**config.mk**
```make
export PLATFORM = sky130hd
export DESIGN_NAME = two_digit_segment_display_driver
export DESIGN_NICKNAME = d
export VERILOG_FILES = /design/src/tsdd_pkg.sv /design/src/two_digit_segment_display_driver.sv /design/src/tsdd_front.sv /design/src/tsdd_queue.sv /design/src/tsdd_back.sv
export SDC_FILE = /design/constraint.sdc
export NUM_CORES = 1
export LEC_CHECK = 0
export BUFFER_PORTS_ARGS = -buffer_cell sky130_fd_sc_hd__buf_2
export CORE_MARGIN = 4
export CORE_UTILIZATION = 50
export CTS_BUF_LIST = sky130_fd_sc_hd__clkbuf_16
export CTS_CLUSTER_DIAMETER = 100
export DETAILED_ROUTE_END_ITERATION = 10
export PLACE_DENSITY = 0.73
export SYNTH_ARGS = -nofsm -noshare
export SYNTH_HDL_FRONTEND = slang
export SYNTH_SLANG_ARGS = --single-unit
```
**constraint.sdc**
```tcl
create_clock -name clk_i -period 7.5 [get_ports clk_i]
set_input_delay 0.75 -clock clk_i [delete_from_list [all_inputs] [get_ports clk_i]]
set_output_delay 0.75 -clock clk_i [all_outputs]
set_load 0.005 [all_outputs]
```
**src/tsdd_pkg.sv**
```systemverilog
`default_nettype none

package tsdd_pkg;

  // Command codes on the input channel
  typedef enum logic [1:0] {
    CMD_SET_NUMBER = 2'd0,
    CMD_SET_CHARS  = 2'd1,
    CMD_TICK       = 2'd2
  } cmd_e;

  // Operation kinds carried through the queue
  typedef enum logic {
    OP_SET  = 1'b0,
    OP_TICK = 1'b1
  } op_e;

  localparam int unsigned CODE_W  = 6;
  localparam int unsigned SEG_W   = 7;
  localparam int unsigned FRAME_W = SEG_W + 1;
  localparam int unsigned PHASE_W = 9;
  localparam int unsigned HOLD_W  = 8;

  localparam logic [CODE_W-1:0] SYM_BLANK    = 6'd10;
  localparam logic [CODE_W-1:0] SYM_MINUS    = 6'd11;
  localparam logic [CODE_W-1:0] SYM_LETTER_A = 6'd12;

  // Shift steps per digit: seven segments and the point
  localparam logic [PHASE_W-1:0] SHIFT_STEPS = 9'd8;

  localparam logic [HOLD_W-1:0] HOLD_RESET = 8'd5;

  typedef struct packed {
    op_e               op;
    logic [CODE_W-1:0] left_code;
    logic [CODE_W-1:0] right_code;
    logic              left_point;
    logic              right_point;
  } q_entry_t;

  // Segment pattern, bit 0 = segment a; codes above the table show blank
  function automatic logic [SEG_W-1:0] segments_of(input logic [CODE_W-1:0] code);
    logic [SEG_W-1:0] seg;
    case (code)
      6'd0:    seg = 7'h3F;
      6'd1:    seg = 7'h06;
      6'd2:    seg = 7'h5B;
      6'd3:    seg = 7'h4F;
      6'd4:    seg = 7'h66;
      6'd5:    seg = 7'h6D;
      6'd6:    seg = 7'h7D;
      6'd7:    seg = 7'h07;
      6'd8:    seg = 7'h7F;
      6'd9:    seg = 7'h6F;
      6'd10:   seg = 7'h00;
      6'd11:   seg = 7'h40;
      6'd12:   seg = 7'h77;
      6'd13:   seg = 7'h7C;
      6'd14:   seg = 7'h58;
      6'd15:   seg = 7'h5E;
      6'd16:   seg = 7'h79;
      6'd17:   seg = 7'h71;
      6'd18:   seg = 7'h7D;
      6'd19:   seg = 7'h76;
      6'd20:   seg = 7'h06;
      6'd21:   seg = 7'h0E;
      6'd22:   seg = 7'h76;
      6'd23:   seg = 7'h38;
      6'd24:   seg = 7'h54;
      6'd25:   seg = 7'h54;
      6'd26:   seg = 7'h5C;
      6'd27:   seg = 7'h73;
      6'd28:   seg = 7'h67;
      6'd29:   seg = 7'h50;
      6'd30:   seg = 7'h6D;
      6'd31:   seg = 7'h50;
      6'd32:   seg = 7'h1C;
      6'd33:   seg = 7'h1C;
      6'd34:   seg = 7'h1C;
      6'd35:   seg = 7'h76;
      6'd36:   seg = 7'h6E;
      6'd37:   seg = 7'h5B;
      default: seg = 7'h00;
    endcase
    return seg;
  endfunction

endpackage

`default_nettype wire

```
**src/two_digit_segment_display_driver.sv**
```systemverilog
`default_nettype none

// Channel   Handshake                     Payload
// input     in_valid_i / in_stall_o       cmd_i, value_tenths_i, char_left_i, char_right_i
// output    out_valid_o / out_stall_i     serial_bit_o, shift_pulse_o, latch_pulse_o,
//                                         left_enable_o, right_enable_o
// config    hold_ticks_we_i               hold_ticks_i
//
// One input beat per clock sustained while in_stall_o is low; a tick beat is written
// to the queue when taken, then popped into the sequencer, whose step lands in the
// output register from which its output beat is offered.
// Set beats take one queue slot and one back-end pop but produce no output beat.
// Reset: display blank, left digit first, sequencer at its first shift step, hold 5.
// An output stall halts the back end; the front keeps taking beats until the
// QueueDepth-entry queue fills, then raises in_stall_o.

module two_digit_segment_display_driver #(
  parameter int unsigned QueueDepth = 2
) (
  input  var logic               clk_i,
  input  var logic               rst_ni,
  // config
  input  var logic               hold_ticks_we_i,
  input  var logic [7:0]         hold_ticks_i,
  // input channel
  input  var logic               in_valid_i,
  output logic                   in_stall_o,
  input  var logic [1:0]         cmd_i,
  input  var logic signed [10:0] value_tenths_i,
  input  var logic [7:0]         char_left_i,
  input  var logic [7:0]         char_right_i,
  // output channel
  output logic                   out_valid_o,
  input  var logic               out_stall_i,
  output logic                   serial_bit_o,
  output logic                   shift_pulse_o,
  output logic                   latch_pulse_o,
  output logic                   left_enable_o,
  output logic                   right_enable_o
);

  tsdd_pkg::q_entry_t front_entry;
  tsdd_pkg::q_entry_t queue_entry;
  logic               front_push;
  logic               q_full;
  logic               q_empty;
  logic               q_pop;
  logic               in_take;

  // Front: classify and format the beat into display codes
  tsdd_front u_front (
    .cmd_i          (cmd_i),
    .value_tenths_i (value_tenths_i),
    .char_left_i    (char_left_i),
    .char_right_i   (char_right_i),
    .entry_o        (front_entry),
    .push_o         (front_push)
  );

  assign in_stall_o = q_full;
  assign in_take    = in_valid_i && !q_full;

  // Short in-order queue: sets and ticks must keep their order
  tsdd_queue #(
    .Depth (QueueDepth)
  ) u_queue (
    .clk_i        (clk_i),
    .rst_ni       (rst_ni),
    .push_i       (in_take && front_push),
    .push_entry_i (front_entry),
    .full_o       (q_full),
    .pop_i        (q_pop),
    .empty_o      (q_empty),
    .pop_entry_o  (queue_entry)
  );

  // Back: display registers, refresh sequencer and output register
  tsdd_back u_back (
    .clk_i           (clk_i),
    .rst_ni          (rst_ni),
    .hold_ticks_we_i (hold_ticks_we_i),
    .hold_ticks_i    (hold_ticks_i),
    .q_empty_i       (q_empty),
    .q_entry_i       (queue_entry),
    .q_pop_o         (q_pop),
    .out_valid_o     (out_valid_o),
    .out_stall_i     (out_stall_i),
    .serial_bit_o    (serial_bit_o),
    .shift_pulse_o   (shift_pulse_o),
    .latch_pulse_o   (latch_pulse_o),
    .left_enable_o   (left_enable_o),
    .right_enable_o  (right_enable_o)
  );

endmodule

`default_nettype wire

```
**src/tsdd_front.sv**
```systemverilog
`default_nettype none

module tsdd_front (
  input  var logic [1:0]         cmd_i,
  input  var logic signed [10:0] value_tenths_i,
  input  var logic [7:0]         char_left_i,
  input  var logic [7:0]         char_right_i,
  output tsdd_pkg::q_entry_t     entry_o,
  output logic                   push_o
);

  function automatic logic [tsdd_pkg::CODE_W:0] map_char(input logic [7:0] c);
    logic [tsdd_pkg::CODE_W-1:0] code;
    logic                        pt;
    logic [7:0]                  ofs;
    ofs  = c - 8'd97;
    pt   = 1'b0;
    code = tsdd_pkg::SYM_BLANK;
    if (c >= 8'd97 && c <= 8'd122) begin
      code = tsdd_pkg::SYM_LETTER_A + ofs[tsdd_pkg::CODE_W-1:0];
    end else if (c == 8'd46 || c == 8'd44) begin
      pt = 1'b1;
    end
    return {code, pt};
  endfunction

  logic                          neg;
  logic [10:0]                   mag;
  logic [9:0]                    m;
  logic [15:0]                   prod_h;
  logic [17:0]                   prod_t;
  logic [3:0]                    hundreds;
  logic [6:0]                    q;
  logic [9:0]                    units_w;
  logic [9:0]                    tenths_w;
  logic [3:0]                    units;
  logic [3:0]                    tenths;
  logic                          in_big;
  logic                          in_neg_tens;
  logic                          in_neg_unit;
  logic                          in_small;
  logic [tsdd_pkg::CODE_W:0]     map_l;
  logic [tsdd_pkg::CODE_W:0]     map_r;
  tsdd_pkg::q_entry_t            num_e;

  // Magnitude digits by reciprocal multiplication (exact for 0..999)
  assign neg      = value_tenths_i[10];
  assign mag      = neg ? (~value_tenths_i + 11'd1) : value_tenths_i;
  assign m        = mag[9:0];
  assign prod_h   = 16'(m) * 16'd41;
  assign prod_t   = 18'(m) * 18'd205;
  assign hundreds = prod_h[15:12];
  assign q        = prod_t[17:11];
  assign units_w  = 10'(q) - 10'(hundreds) * 10'd10;
  assign tenths_w = m - 10'(q) * 10'd10;
  assign units    = units_w[3:0];
  assign tenths   = tenths_w[3:0];

  assign in_big      = (value_tenths_i >= 11'sd100) && (value_tenths_i <= 11'sd999);
  assign in_neg_tens = (value_tenths_i >= -11'sd99) && (value_tenths_i <= -11'sd10);
  assign in_neg_unit = (value_tenths_i >= -11'sd9) && (value_tenths_i <= -11'sd1);
  assign in_small    = (value_tenths_i >= 11'sd0) && (value_tenths_i <= 11'sd99);

  always_comb begin
    num_e             = '0;
    num_e.op          = tsdd_pkg::OP_SET;
    num_e.left_code   = tsdd_pkg::SYM_BLANK;
    num_e.right_code  = tsdd_pkg::SYM_BLANK;
    num_e.left_point  = 1'b0;
    num_e.right_point = 1'b0;
    if (in_big) begin
      num_e.left_code  = 6'(hundreds);
      num_e.right_code = 6'(units);
    end else if (in_neg_tens) begin
      num_e.left_code  = tsdd_pkg::SYM_MINUS;
      num_e.right_code = 6'(q);
    end else if (in_neg_unit) begin
      num_e.left_code  = tsdd_pkg::SYM_MINUS;
      num_e.right_code = 6'(m);
      num_e.left_point = 1'b1;
    end else if (in_small) begin
      if (tenths != 4'd0) begin
        num_e.left_code  = 6'(q);
        num_e.right_code = 6'(tenths);
        num_e.left_point = 1'b1;
      end else begin
        num_e.right_code = 6'(q);
      end
    end
  end

  assign map_l = map_char(char_left_i);
  assign map_r = map_char(char_right_i);

  always_comb begin
    entry_o = num_e;
    push_o  = 1'b1;
    unique case (cmd_i)
      tsdd_pkg::CMD_SET_NUMBER: entry_o = num_e;
      tsdd_pkg::CMD_SET_CHARS: begin
        entry_o.op          = tsdd_pkg::OP_SET;
        entry_o.left_code   = map_l[tsdd_pkg::CODE_W:1];
        entry_o.left_point  = map_l[0];
        entry_o.right_code  = map_r[tsdd_pkg::CODE_W:1];
        entry_o.right_point = map_r[0];
      end
      tsdd_pkg::CMD_TICK: entry_o.op = tsdd_pkg::OP_TICK;
      default: push_o = 1'b0;  // unused command: dropped
    endcase
  end

endmodule

`default_nettype wire

```
**src/tsdd_queue.sv**
```systemverilog
`default_nettype none

module tsdd_queue #(
  parameter int unsigned Depth = 2
) (
  input  var logic               clk_i,
  input  var logic               rst_ni,
  input  var logic               push_i,
  input  var tsdd_pkg::q_entry_t push_entry_i,
  output logic                   full_o,
  input  var logic               pop_i,
  output logic                   empty_o,
  output tsdd_pkg::q_entry_t     pop_entry_o
);

  localparam int unsigned PtrW = (Depth > 1) ? $clog2(Depth) : 1;
  localparam int unsigned CntW = $clog2(Depth + 1);
  localparam logic [PtrW-1:0] LastPtr = PtrW'(Depth - 1);
  localparam logic [CntW-1:0] FullCnt = CntW'(Depth);

  tsdd_pkg::q_entry_t mem_q [Depth];
  logic [PtrW-1:0]    wr_ptr_q, wr_ptr_d;
  logic [PtrW-1:0]    rd_ptr_q, rd_ptr_d;
  logic [CntW-1:0]    count_q, count_d;
  logic               do_push;
  logic               do_pop;

  assign full_o      = (count_q == FullCnt);
  assign empty_o     = (count_q == '0);
  assign pop_entry_o = mem_q[rd_ptr_q];
  assign do_push     = push_i && !full_o;
  assign do_pop      = pop_i && !empty_o;

  always_comb begin
    wr_ptr_d = wr_ptr_q;
    rd_ptr_d = rd_ptr_q;
    count_d  = count_q;
    if (do_push) begin
      wr_ptr_d = (wr_ptr_q == LastPtr) ? '0 : wr_ptr_q + PtrW'(1);
    end
    if (do_pop) begin
      rd_ptr_d = (rd_ptr_q == LastPtr) ? '0 : rd_ptr_q + PtrW'(1);
    end
    if (do_push && !do_pop) begin
      count_d = count_q + CntW'(1);
    end else if (do_pop && !do_push) begin
      count_d = count_q - CntW'(1);
    end
  end

  always_ff @(posedge clk_i or negedge rst_ni) begin
    if (!rst_ni) begin
      wr_ptr_q <= '0;
      rd_ptr_q <= '0;
      count_q  <= '0;
    end else begin
      wr_ptr_q <= wr_ptr_d;
      rd_ptr_q <= rd_ptr_d;
      count_q  <= count_d;
    end
  end

  always_ff @(posedge clk_i) begin
    if (do_push) begin
      mem_q[wr_ptr_q] <= push_entry_i;
    end
  end

endmodule

`default_nettype wire

```
**src/tsdd_back.sv**
```systemverilog
`default_nettype none

module tsdd_back (
  input  var logic                         clk_i,
  input  var logic                         rst_ni,
  input  var logic                         hold_ticks_we_i,
  input  var logic [tsdd_pkg::HOLD_W-1:0]  hold_ticks_i,
  input  var logic                         q_empty_i,
  input  var tsdd_pkg::q_entry_t           q_entry_i,
  output logic                             q_pop_o,
  output logic                             out_valid_o,
  input  var logic                         out_stall_i,
  output logic                             serial_bit_o,
  output logic                             shift_pulse_o,
  output logic                             latch_pulse_o,
  output logic                             left_enable_o,
  output logic                             right_enable_o
);

  logic [tsdd_pkg::HOLD_W-1:0]  hold_q;
  logic [tsdd_pkg::CODE_W-1:0]  left_code_q, right_code_q;
  logic                         left_point_q, right_point_q;
  logic                         active_q;
  logic [tsdd_pkg::PHASE_W-1:0] phase_q, phase_d;
  logic [tsdd_pkg::FRAME_W-1:0] frame_q, frame_d;
  logic                         out_valid_q;
  logic                         ser_q, shift_q, latch_q, len_q, ren_q;

  logic [tsdd_pkg::FRAME_W-1:0] cur_frame;
  logic [tsdd_pkg::FRAME_W-1:0] use_frame;
  logic [tsdd_pkg::PHASE_W-1:0] end_phase;
  logic                         is_shift, is_latch, at_end;
  logic                         tick_pop, set_pop;
  logic                         ser_d;
  logic                         active_d;

  // Pop whenever the output beat slot is free or being taken
  assign q_pop_o  = !q_empty_i && (!out_valid_q || !out_stall_i);
  assign tick_pop = q_pop_o && (q_entry_i.op == tsdd_pkg::OP_TICK);
  assign set_pop  = q_pop_o && (q_entry_i.op == tsdd_pkg::OP_SET);

  assign cur_frame = active_q
                   ? {right_point_q, tsdd_pkg::segments_of(right_code_q)}
                   : {left_point_q, tsdd_pkg::segments_of(left_code_q)};
  assign use_frame = (phase_q == '0) ? cur_frame : frame_q;
  assign is_shift  = phase_q < tsdd_pkg::SHIFT_STEPS;
  assign is_latch  = phase_q == tsdd_pkg::SHIFT_STEPS;
  assign end_phase = tsdd_pkg::SHIFT_STEPS + tsdd_pkg::PHASE_W'(hold_q);
  assign at_end    = phase_q >= end_phase;
  assign ser_d     = is_shift && use_frame[phase_q[2:0]];

  always_comb begin
    frame_d  = use_frame;
    phase_d  = phase_q + tsdd_pkg::PHASE_W'(1);
    active_d = active_q;
    if (at_end) begin
      phase_d  = '0;
      active_d = !active_q;
    end
  end

  always_ff @(posedge clk_i or negedge rst_ni) begin
    if (!rst_ni) begin
      hold_q        <= tsdd_pkg::HOLD_RESET;
      left_code_q   <= tsdd_pkg::SYM_BLANK;
      right_code_q  <= tsdd_pkg::SYM_BLANK;
      left_point_q  <= 1'b0;
      right_point_q <= 1'b0;
      active_q      <= 1'b0;
      phase_q       <= '0;
      frame_q       <= '0;
      out_valid_q   <= 1'b0;
    end else begin
      if (hold_ticks_we_i) begin
        hold_q <= hold_ticks_i;
      end
      if (set_pop) begin
        left_code_q   <= q_entry_i.left_code;
        right_code_q  <= q_entry_i.right_code;
        left_point_q  <= q_entry_i.left_point;
        right_point_q <= q_entry_i.right_point;
      end
      if (tick_pop) begin
        frame_q  <= frame_d;
        phase_q  <= phase_d;
        active_q <= active_d;
      end
      if (tick_pop) begin
        out_valid_q <= 1'b1;
      end else if (!out_stall_i) begin
        out_valid_q <= 1'b0;
      end
    end
  end

  // Beat payload; holds while stalled since no tick pops then
  always_ff @(posedge clk_i) begin
    if (tick_pop) begin
      ser_q   <= ser_d;
      shift_q <= is_shift;
      latch_q <= is_latch;
      len_q   <= !is_shift && !is_latch && !active_q;
      ren_q   <= !is_shift && !is_latch && active_q;
    end
  end

  assign out_valid_o    = out_valid_q;
  assign serial_bit_o   = ser_q;
  assign shift_pulse_o  = shift_q;
  assign latch_pulse_o  = latch_q;
  assign left_enable_o  = len_q;
  assign right_enable_o = ren_q;

endmodule

`default_nettype wire
```
# Word-level counts from Yosys, hierarchy flattened
# Memories as Yosys holds them, arrays and structs flattened.
# Cells that the tools add are included.
# op_classes
n_bitwise	2
n_eq_ne	9
addsub	13
mul	4
magnitude_cmp	15
n_mux	32
reduce_logical	38
# ops
cell	n
== test 8 x 6 -> 1 bit, second input constant	4
two-way mux 13 bit	2
two-way mux 12 bit	2
two-way mux 6 bit	4
greater-or-equal comparator 11 x 8 -> 1 bit, second input constant	2
logical AND 1 bit	19
multiplier 10 x 8 -> 18 bit, second input constant	1
greater-or-equal comparator 8 x 7 -> 1 bit, second input constant	2
<= comparator 8 x 7 -> 1 bit, second input constant	2
multiplier 10 x 6 -> 16 bit, second input constant	1
two-way mux 1 bit	16
two-way mux 8 bit	2
two-way mux 14 bit	1
adder 4 x 6 -> 6 bit, first input constant	2
subtractor 6 bit, second input constant	2
greater-or-equal comparator 11 x 1 -> 1 bit, second input constant	1
greater-or-equal comparator 11 x 5 -> 1 bit, second input constant	1
<= comparator 11 x 1 -> 1 bit, second input constant	1
<= comparator 11 bit, second input constant	1
<= comparator 11 x 5 -> 1 bit, second input constant	1
<= comparator 11 x 8 -> 1 bit, second input constant	1
adder 10 x 1 -> 10 bit, second input constant	1
two-way mux 10 bit	1
inverter 10 bit	1
other kinds (27)	42
# word_totals
rom_bits	896
word_cells	133
ff_bits	50
output_inout_bits	7
memories	3
ramBits	30
# mem_list
memory	words	width	read_ports	rd_ports_with_merged_regs	wr	line	source
(name not given)	64	7	1	0	0	tsdd_pkg.sv:44	case (code)
(name not given)	64	7	1	0	0	tsdd_pkg.sv:44	
u_queue.mem_q	2	15	1	0	1	tsdd_queue.sv:21	tsdd_pkg::q_entry_t mem_q [Depth];

# Depth between registers and ports, before layout
# depth
word_depth	13
mapped_depth	28
ltp_nobuf	27

# Cells and area by module
# A second synthesis with hierarchy kept.
# hier_totals
hier_cells	858
area_unflattened_um2	8030.2
# modules_own_cells
mod	area_per_inst_um2	cells_per_inst	instances
tsdd_back	3364.5	377	1
tsdd_front	3325.7	414	1
tsdd_queue	1331.3	66	1
two_digit_segment_display_driver	8.8	1	1

# Least setup slack after synthesis
# Ideal clock, no wire load.
# synth_path
path_type	input-to-reg
from	input port value_tenths_i[2]
to	memory u_queue.mem_q[0][9] in the netlist's numbering, data pin
setup_slack_ns	0.458
path_buffers	1
arrival_time_ns	6.779
stages	28
setup_time_ns	0.262
cell_sequence	clkbuf_1 > nor3_1 > nand3_1 > nand2_1 > xor2_1 > inv_2 > xnor2_1 > inv_1 > fa_1 > inv_1 > fa_1 > inv_1 > fa_1 > inv_1 > ha_1 > and3_1 > o21ai_1 > o21ai_2 > nor2_1 > xnor2_1 > xnor2_1 > ha_1 > a31oi_1 > o211ai_1 > nand2_1 > mux2i_1 > or4_4 > o221a_1
# synth_lines
item	line	source
from (decl)	two_digit_segment_display_driver.sv:29	input var logic signed [10:0] value_tenths_i,
to (decl)	tsdd_queue.sv:21	

==> impl_metrics.prom <==
# TYPE chip_impl_metric gauge
chip_impl_metric{name="grt_antenna_before_repair",unit=""} 0
chip_impl_metric{name="die-area",unit="sq mm"} 0.01794
chip_impl_metric{name="syn-num-nets",unit=""} 1038
chip_impl_metric{name="ctsResizeCount",unit=""} 0
chip_impl_metric{name="syn_to_final_growth",unit="%"} 9.844
chip_impl_metric{name="worst-path-max-fanout",unit=""} 11
chip_impl_metric{name="maxSlewViolCount",unit=""} 0
chip_impl_metric{name="boundaryPins",unit=""} 49
chip_impl_metric{name="cts_sinks",unit=""} 80
chip_impl_metric{name="seq_total_area_yosys",unit=""} 0.2754
chip_impl_metric{name="drc_errors_left",unit=""} 0
chip_impl_metric{name="place.port_buffers",unit=""} 48
chip_impl_metric{name="start_util",unit=""} 0.5160
chip_impl_metric{name="fraction_of_layout_cells_with_a_size_suffix_above_1",unit=""} 0.1136
chip_impl_metric{name="highest_attainable_clock_frequency",unit="MHz"} 142.7
chip_impl_metric{name="ys_async_sr_fraction",unit=""} 0.5625
chip_impl_metric{name="top_area_cell_type_share_of_the_netlist_area",unit=""} 0.1704
chip_impl_metric{name="grt_start_max_net_pins",unit=""} 46
chip_impl_metric{name="cts.htree.levels",unit=""} 3
chip_impl_metric{name="core_region_area",unit="sq mm"} 0.01537
chip_impl_info{name="hold_path_class",value="register to register"} 1
chip_impl_metric{name="final_worst_setup_slack",unit="ns"} 0.4944
chip_impl_metric{name="cap_violations",unit=""} 0
chip_impl_metric{name="globalRouteTotalUtil",unit=""} 0.2018
chip_impl_metric{name="layout_worst_path_cycle_share",unit=""} 0.9341
chip_impl_metric{name="detail_route.iter0.violations",unit=""} 406
chip_impl_metric{name="synth_cell_types",unit=""} 76
chip_impl_info{name="tritoncts_clock_tree",value="yes"} 1
chip_impl_info{name="clock_tree.root_cell",value="sky130_fd_sc_hd__clkbuf_16"} 1
chip_impl_info{name="topRoutingLayerUsed",value="met4"} 1
chip_impl_metric{name="crit_arrival",unit="ns"} 7.06
chip_impl_info{name="grt_setup_unrepaired",value="false"} 1
chip_impl_info{name="critPathCaptureType",value="register"} 1
chip_impl_metric{name="hold_violations",unit=""} 0
chip_impl_metric{name="ctsLongestPathBuffers",unit=""} 2
chip_impl_metric{name="routed_wire_length_per_instance",unit="microns"} 15.91
chip_impl_metric{name="post_synthesis_register_bit_count",unit=""} 80
chip_impl_info{name="crit_path_start_kind",value="input pin"} 1
chip_impl_metric{name="grt_overflow_total",unit=""} 0
chip_impl_metric{name="total_leakage_power",unit="uW"} 0.004046
chip_impl_info{name="outcome",value="finished clean"} 1
chip_impl_metric{name="die_h",unit="microns"} 133.9
chip_impl_info{name="yosysTopAreaCell",value="sky130_fd_sc_hd__ha_1"} 1
chip_impl_info{name="layout_commonest_cell",value="sky130_fd_sc_hd__ha_1"} 1
chip_impl_metric{name="placement.setup.worst_slack",unit="ns"} 0.2097
chip_impl_metric{name="syn-instance-count",unit=""} 868
chip_impl_metric{name="met3RoutedLength",unit="microns"} 647
chip_impl_metric{name="number_of_diodes_added_for_antenna_fixing",unit=""} 0
chip_impl_metric{name="finalClockSkew",unit="ns"} 0.004435
chip_impl_info{name="layout.cells.most_common_list",value="108 x sky130_fd_sc_hd__ha_1, 91 x sky130_fd_sc_hd__nand2_1, 88 x sky130_fd_sc_hd__inv_1"} 1
chip_impl_metric{name="grt_pass1_vias",unit=""} 6115
chip_impl_metric{name="finalCriticalPeriod",unit="ns"} 7.006
chip_impl_metric{name="power_density",unit="mW/mm^2"} 444.5
chip_impl_metric{name="timing.slew.headroom",unit=""} 0.3194
chip_impl_metric{name="clkSlewWorstSetupHoldPaths",unit="ns"} 0.06
chip_impl_metric{name="met2_wirelength",unit="mm"} 8.884
chip_impl_metric{name="nNetsFinal",unit=""} 1072
chip_impl_metric{name="synth-warning-count",unit=""} 0
chip_impl_metric{name="max_slew.worst_pin.slew",unit="ns"} 1.021
chip_impl_metric{name="finalSetupViolCount",unit=""} 0
chip_impl_metric{name="final_cell_count_no_fill",unit=""} 1118
chip_impl_metric{name="worst-endpoint-required",unit="ns"} 7.55
chip_impl_metric{name="postSynthAreaPerCell",unit="sq um"} 9.138
chip_impl_metric{name="post_synth_edffs",unit=""} 35
chip_impl_metric{name="wirelength_met1",unit="mm"} 7.712
chip_impl_metric{name="fp.dieW",unit="microns"} 133.9
chip_impl_metric{name="synth.cell_area",unit="sq mm"} 0.007931
chip_impl_metric{name="numCtsBuffers",unit=""} 9
chip_impl_metric{name="final_antenna_net_count",unit=""} 0
chip_impl_info{name="crit_type",value="input pin to register"} 1
chip_impl_metric{name="viasPerCell",unit=""} 5.676
chip_impl_metric{name="std_cell_rows",unit=""} 45
chip_impl_metric{name="postCtsHoldBufs",unit=""} 0
chip_impl_metric{name="grt_first_pass_wirelength",unit="mm"} 29.50
chip_impl_metric{name="dr_total_vias",unit=""} 6346
chip_impl_metric{name="gpl.final_weighted_congestion",unit=""} 0.8902
chip_impl_metric{name="worst_skew_pair.late_latency",unit="ns"} 0.33
chip_impl_metric{name="setup-tns-final",unit="ns"} 0
chip_impl_metric{name="irDropWorstVdd",unit="uV"} 245.0
chip_impl_metric{name="drt_wl_total",unit="mm"} 17.79
chip_impl_metric{name="first_pass_iters",unit=""} 5
chip_impl_metric{name="placed_cells",unit=""} 1102
chip_impl_info{name="synth-main-ff-cell",value="sky130_fd_sc_hd__dfrtp_1"} 1
chip_impl_metric{name="post_cts_buffers",unit=""} 0
chip_impl_info{name="synth_top_cells_by_area",value="sky130_fd_sc_hd__ha_1 17%, sky130_fd_sc_hd__edfxtp_1 13%, sky130_fd_sc_hd__dfrtp_1 12%"} 1
chip_impl_metric{name="detailed_placement_wirelength_estimate",unit="mm"} 14.05
-- layer usage --
metal,GRT usage,vias to the layer above
met3,0.02476,34
met2,0.3509,162
met4,0.07657,0
met5,0,-
met1,0.2574,2999
li1,-,3151
-- state kept, by name (all words and copies together) (netlist names), 2 cells and up --
signal / flops
u_queue.mem_q: 30
u_back.left_code_q: 6
u_queue.count_q: 2
u_back.hold_q: 8
u_back.frame_q: 8
u_back.right_code_q: 6
u_back.phase_q: 9
-- path summary, 6_finish.rpt --
check	from	to	slack [ns]	depth (start not counted)
max	value_tenths_i[2]	u_queue.mem_q[1][1]	0.49	28
min reg2reg	u_back.frame_q[2]	u_back.frame_q[2]	0.48	2
min	u_back.frame_q[2]	u_back.frame_q[2]	0.48	2
max in group asynchronous	rst_ni	u_back.left_code_q[4]	6.27	1
max reg2reg	u_back.right_code_q[1]	u_back.serial_bit_o	4.59	9
min in group asynchronous	rst_ni	u_back.phase_q[3]	0.58	1
-- report_power, final --
| part | total, uW | internal, uW | switching [uW] | leakage [uW] |
|---|---|---|---|---|
| registers | 864 | 656 | 208 | 0.000873 |
| logic | 2510 | 1130 | 1380 | 0.00300 |
| clock network | 494 | 323 | 171 | 0.000168 |
| total | 3870 | 2110 | 1760 | 0.00405 |
-- kinds of logic (layout without fill, tap and decap cells) --
kind of cell	after synthesis	count (layout)	share of synthesized area
AO/OA/AOI/OAI	184	184	0.1600
XOR/XNOR	55	55	0.06610
adder cells (fa/ha/maj)	128	128	0.2209
buffers and inverters	125	164	0.05916
flip-flops	80	80	0.2754
multiplexers	37	37	0.05616
AND/OR/NAND/NOR	259	259	0.1623
-- Yosys cell counts, types with 15 or more instances --
| master | n |
|---|---|
| sky130_fd_sc_hd__ha_1 | 108 |
| sky130_fd_sc_hd__nand2_1 | 91 |
| sky130_fd_sc_hd__inv_1 | 87 |
| sky130_fd_sc_hd__nor2_1 | 43 |
| sky130_fd_sc_hd__o21ai_0 | 42 |
| sky130_fd_sc_hd__dfrtp_1 | 39 |
| sky130_fd_sc_hd__edfxtp_1 | 35 |
| sky130_fd_sc_hd__clkbuf_1 | 33 |
| sky130_fd_sc_hd__xnor2_1 | 29 |
| sky130_fd_sc_hd__a21oi_1 | 26 |
| sky130_fd_sc_hd__xor2_1 | 23 |
| sky130_fd_sc_hd__mux2i_1 | 22 |
| sky130_fd_sc_hd__fa_1 | 20 |
| sky130_fd_sc_hd__nand2b_1 | 19 |
| sky130_fd_sc_hd__nand3_1 | 18 |
| sky130_fd_sc_hd__nor2b_1 | 15 |
-- cell type report --
class / instances / area (sq um)
sequential: 80 / 2185
timing repair buffer: 57 / 307.8
multi-input combinational: 663 / 5278
tap: 211 / 264.0
inverter: 91 / 341.6
clock inverter: 7 / 111.4
fill: 1356 / 6659
clock buffer: 9 / 225.2
-- worst max-delay path, stage by stage --
cell	delay [ns]
sky130_fd_sc_hd__buf_2	0.16
sky130_fd_sc_hd__nor3_1	0.46
sky130_fd_sc_hd__nand3_1	0.17
sky130_fd_sc_hd__nand2_1	0.12
sky130_fd_sc_hd__xor2_1	0.22
sky130_fd_sc_hd__inv_2	0.11
sky130_fd_sc_hd__xnor2_1	0.23
sky130_fd_sc_hd__inv_1	0.09
sky130_fd_sc_hd__fa_1	0.54
sky130_fd_sc_hd__inv_1	0.06
sky130_fd_sc_hd__fa_1	0.53
sky130_fd_sc_hd__inv_1	0.05
sky130_fd_sc_hd__fa_1	0.52
sky130_fd_sc_hd__inv_1	0.04
sky130_fd_sc_hd__ha_1	0.31
sky130_fd_sc_hd__and3_1	0.17
sky130_fd_sc_hd__o21ai_1	0.24
sky130_fd_sc_hd__o21ai_2	0.13
sky130_fd_sc_hd__nor2_1	0.13
sky130_fd_sc_hd__xnor2_1	0.22
sky130_fd_sc_hd__xnor2_1	0.12
sky130_fd_sc_hd__ha_1	0.20
sky130_fd_sc_hd__a31oi_1	0.15
sky130_fd_sc_hd__o211ai_1	0.21
sky130_fd_sc_hd__or4b_1	0.52
sky130_fd_sc_hd__mux2i_1	0.23
sky130_fd_sc_hd__or4_4	0.23
sky130_fd_sc_hd__o311ai_1	0.13
-- per-stage QoR --
stage                     instance area (sq um)  total power [uW]  hold slack (ns)  utilization
after floorplan                            7931              2788           0.4444            -
after global placement                     8376              3299           0.4566       0.5449
after detailed placement                   8376              3372           0.4628       0.5449
after CTS                                  8712              3882           0.4820       0.5668
after global routing                       8712              4227           0.5002       0.5668
final                                      8712              3872           0.4848       0.5668
Power figures use the tool's default switching activity.
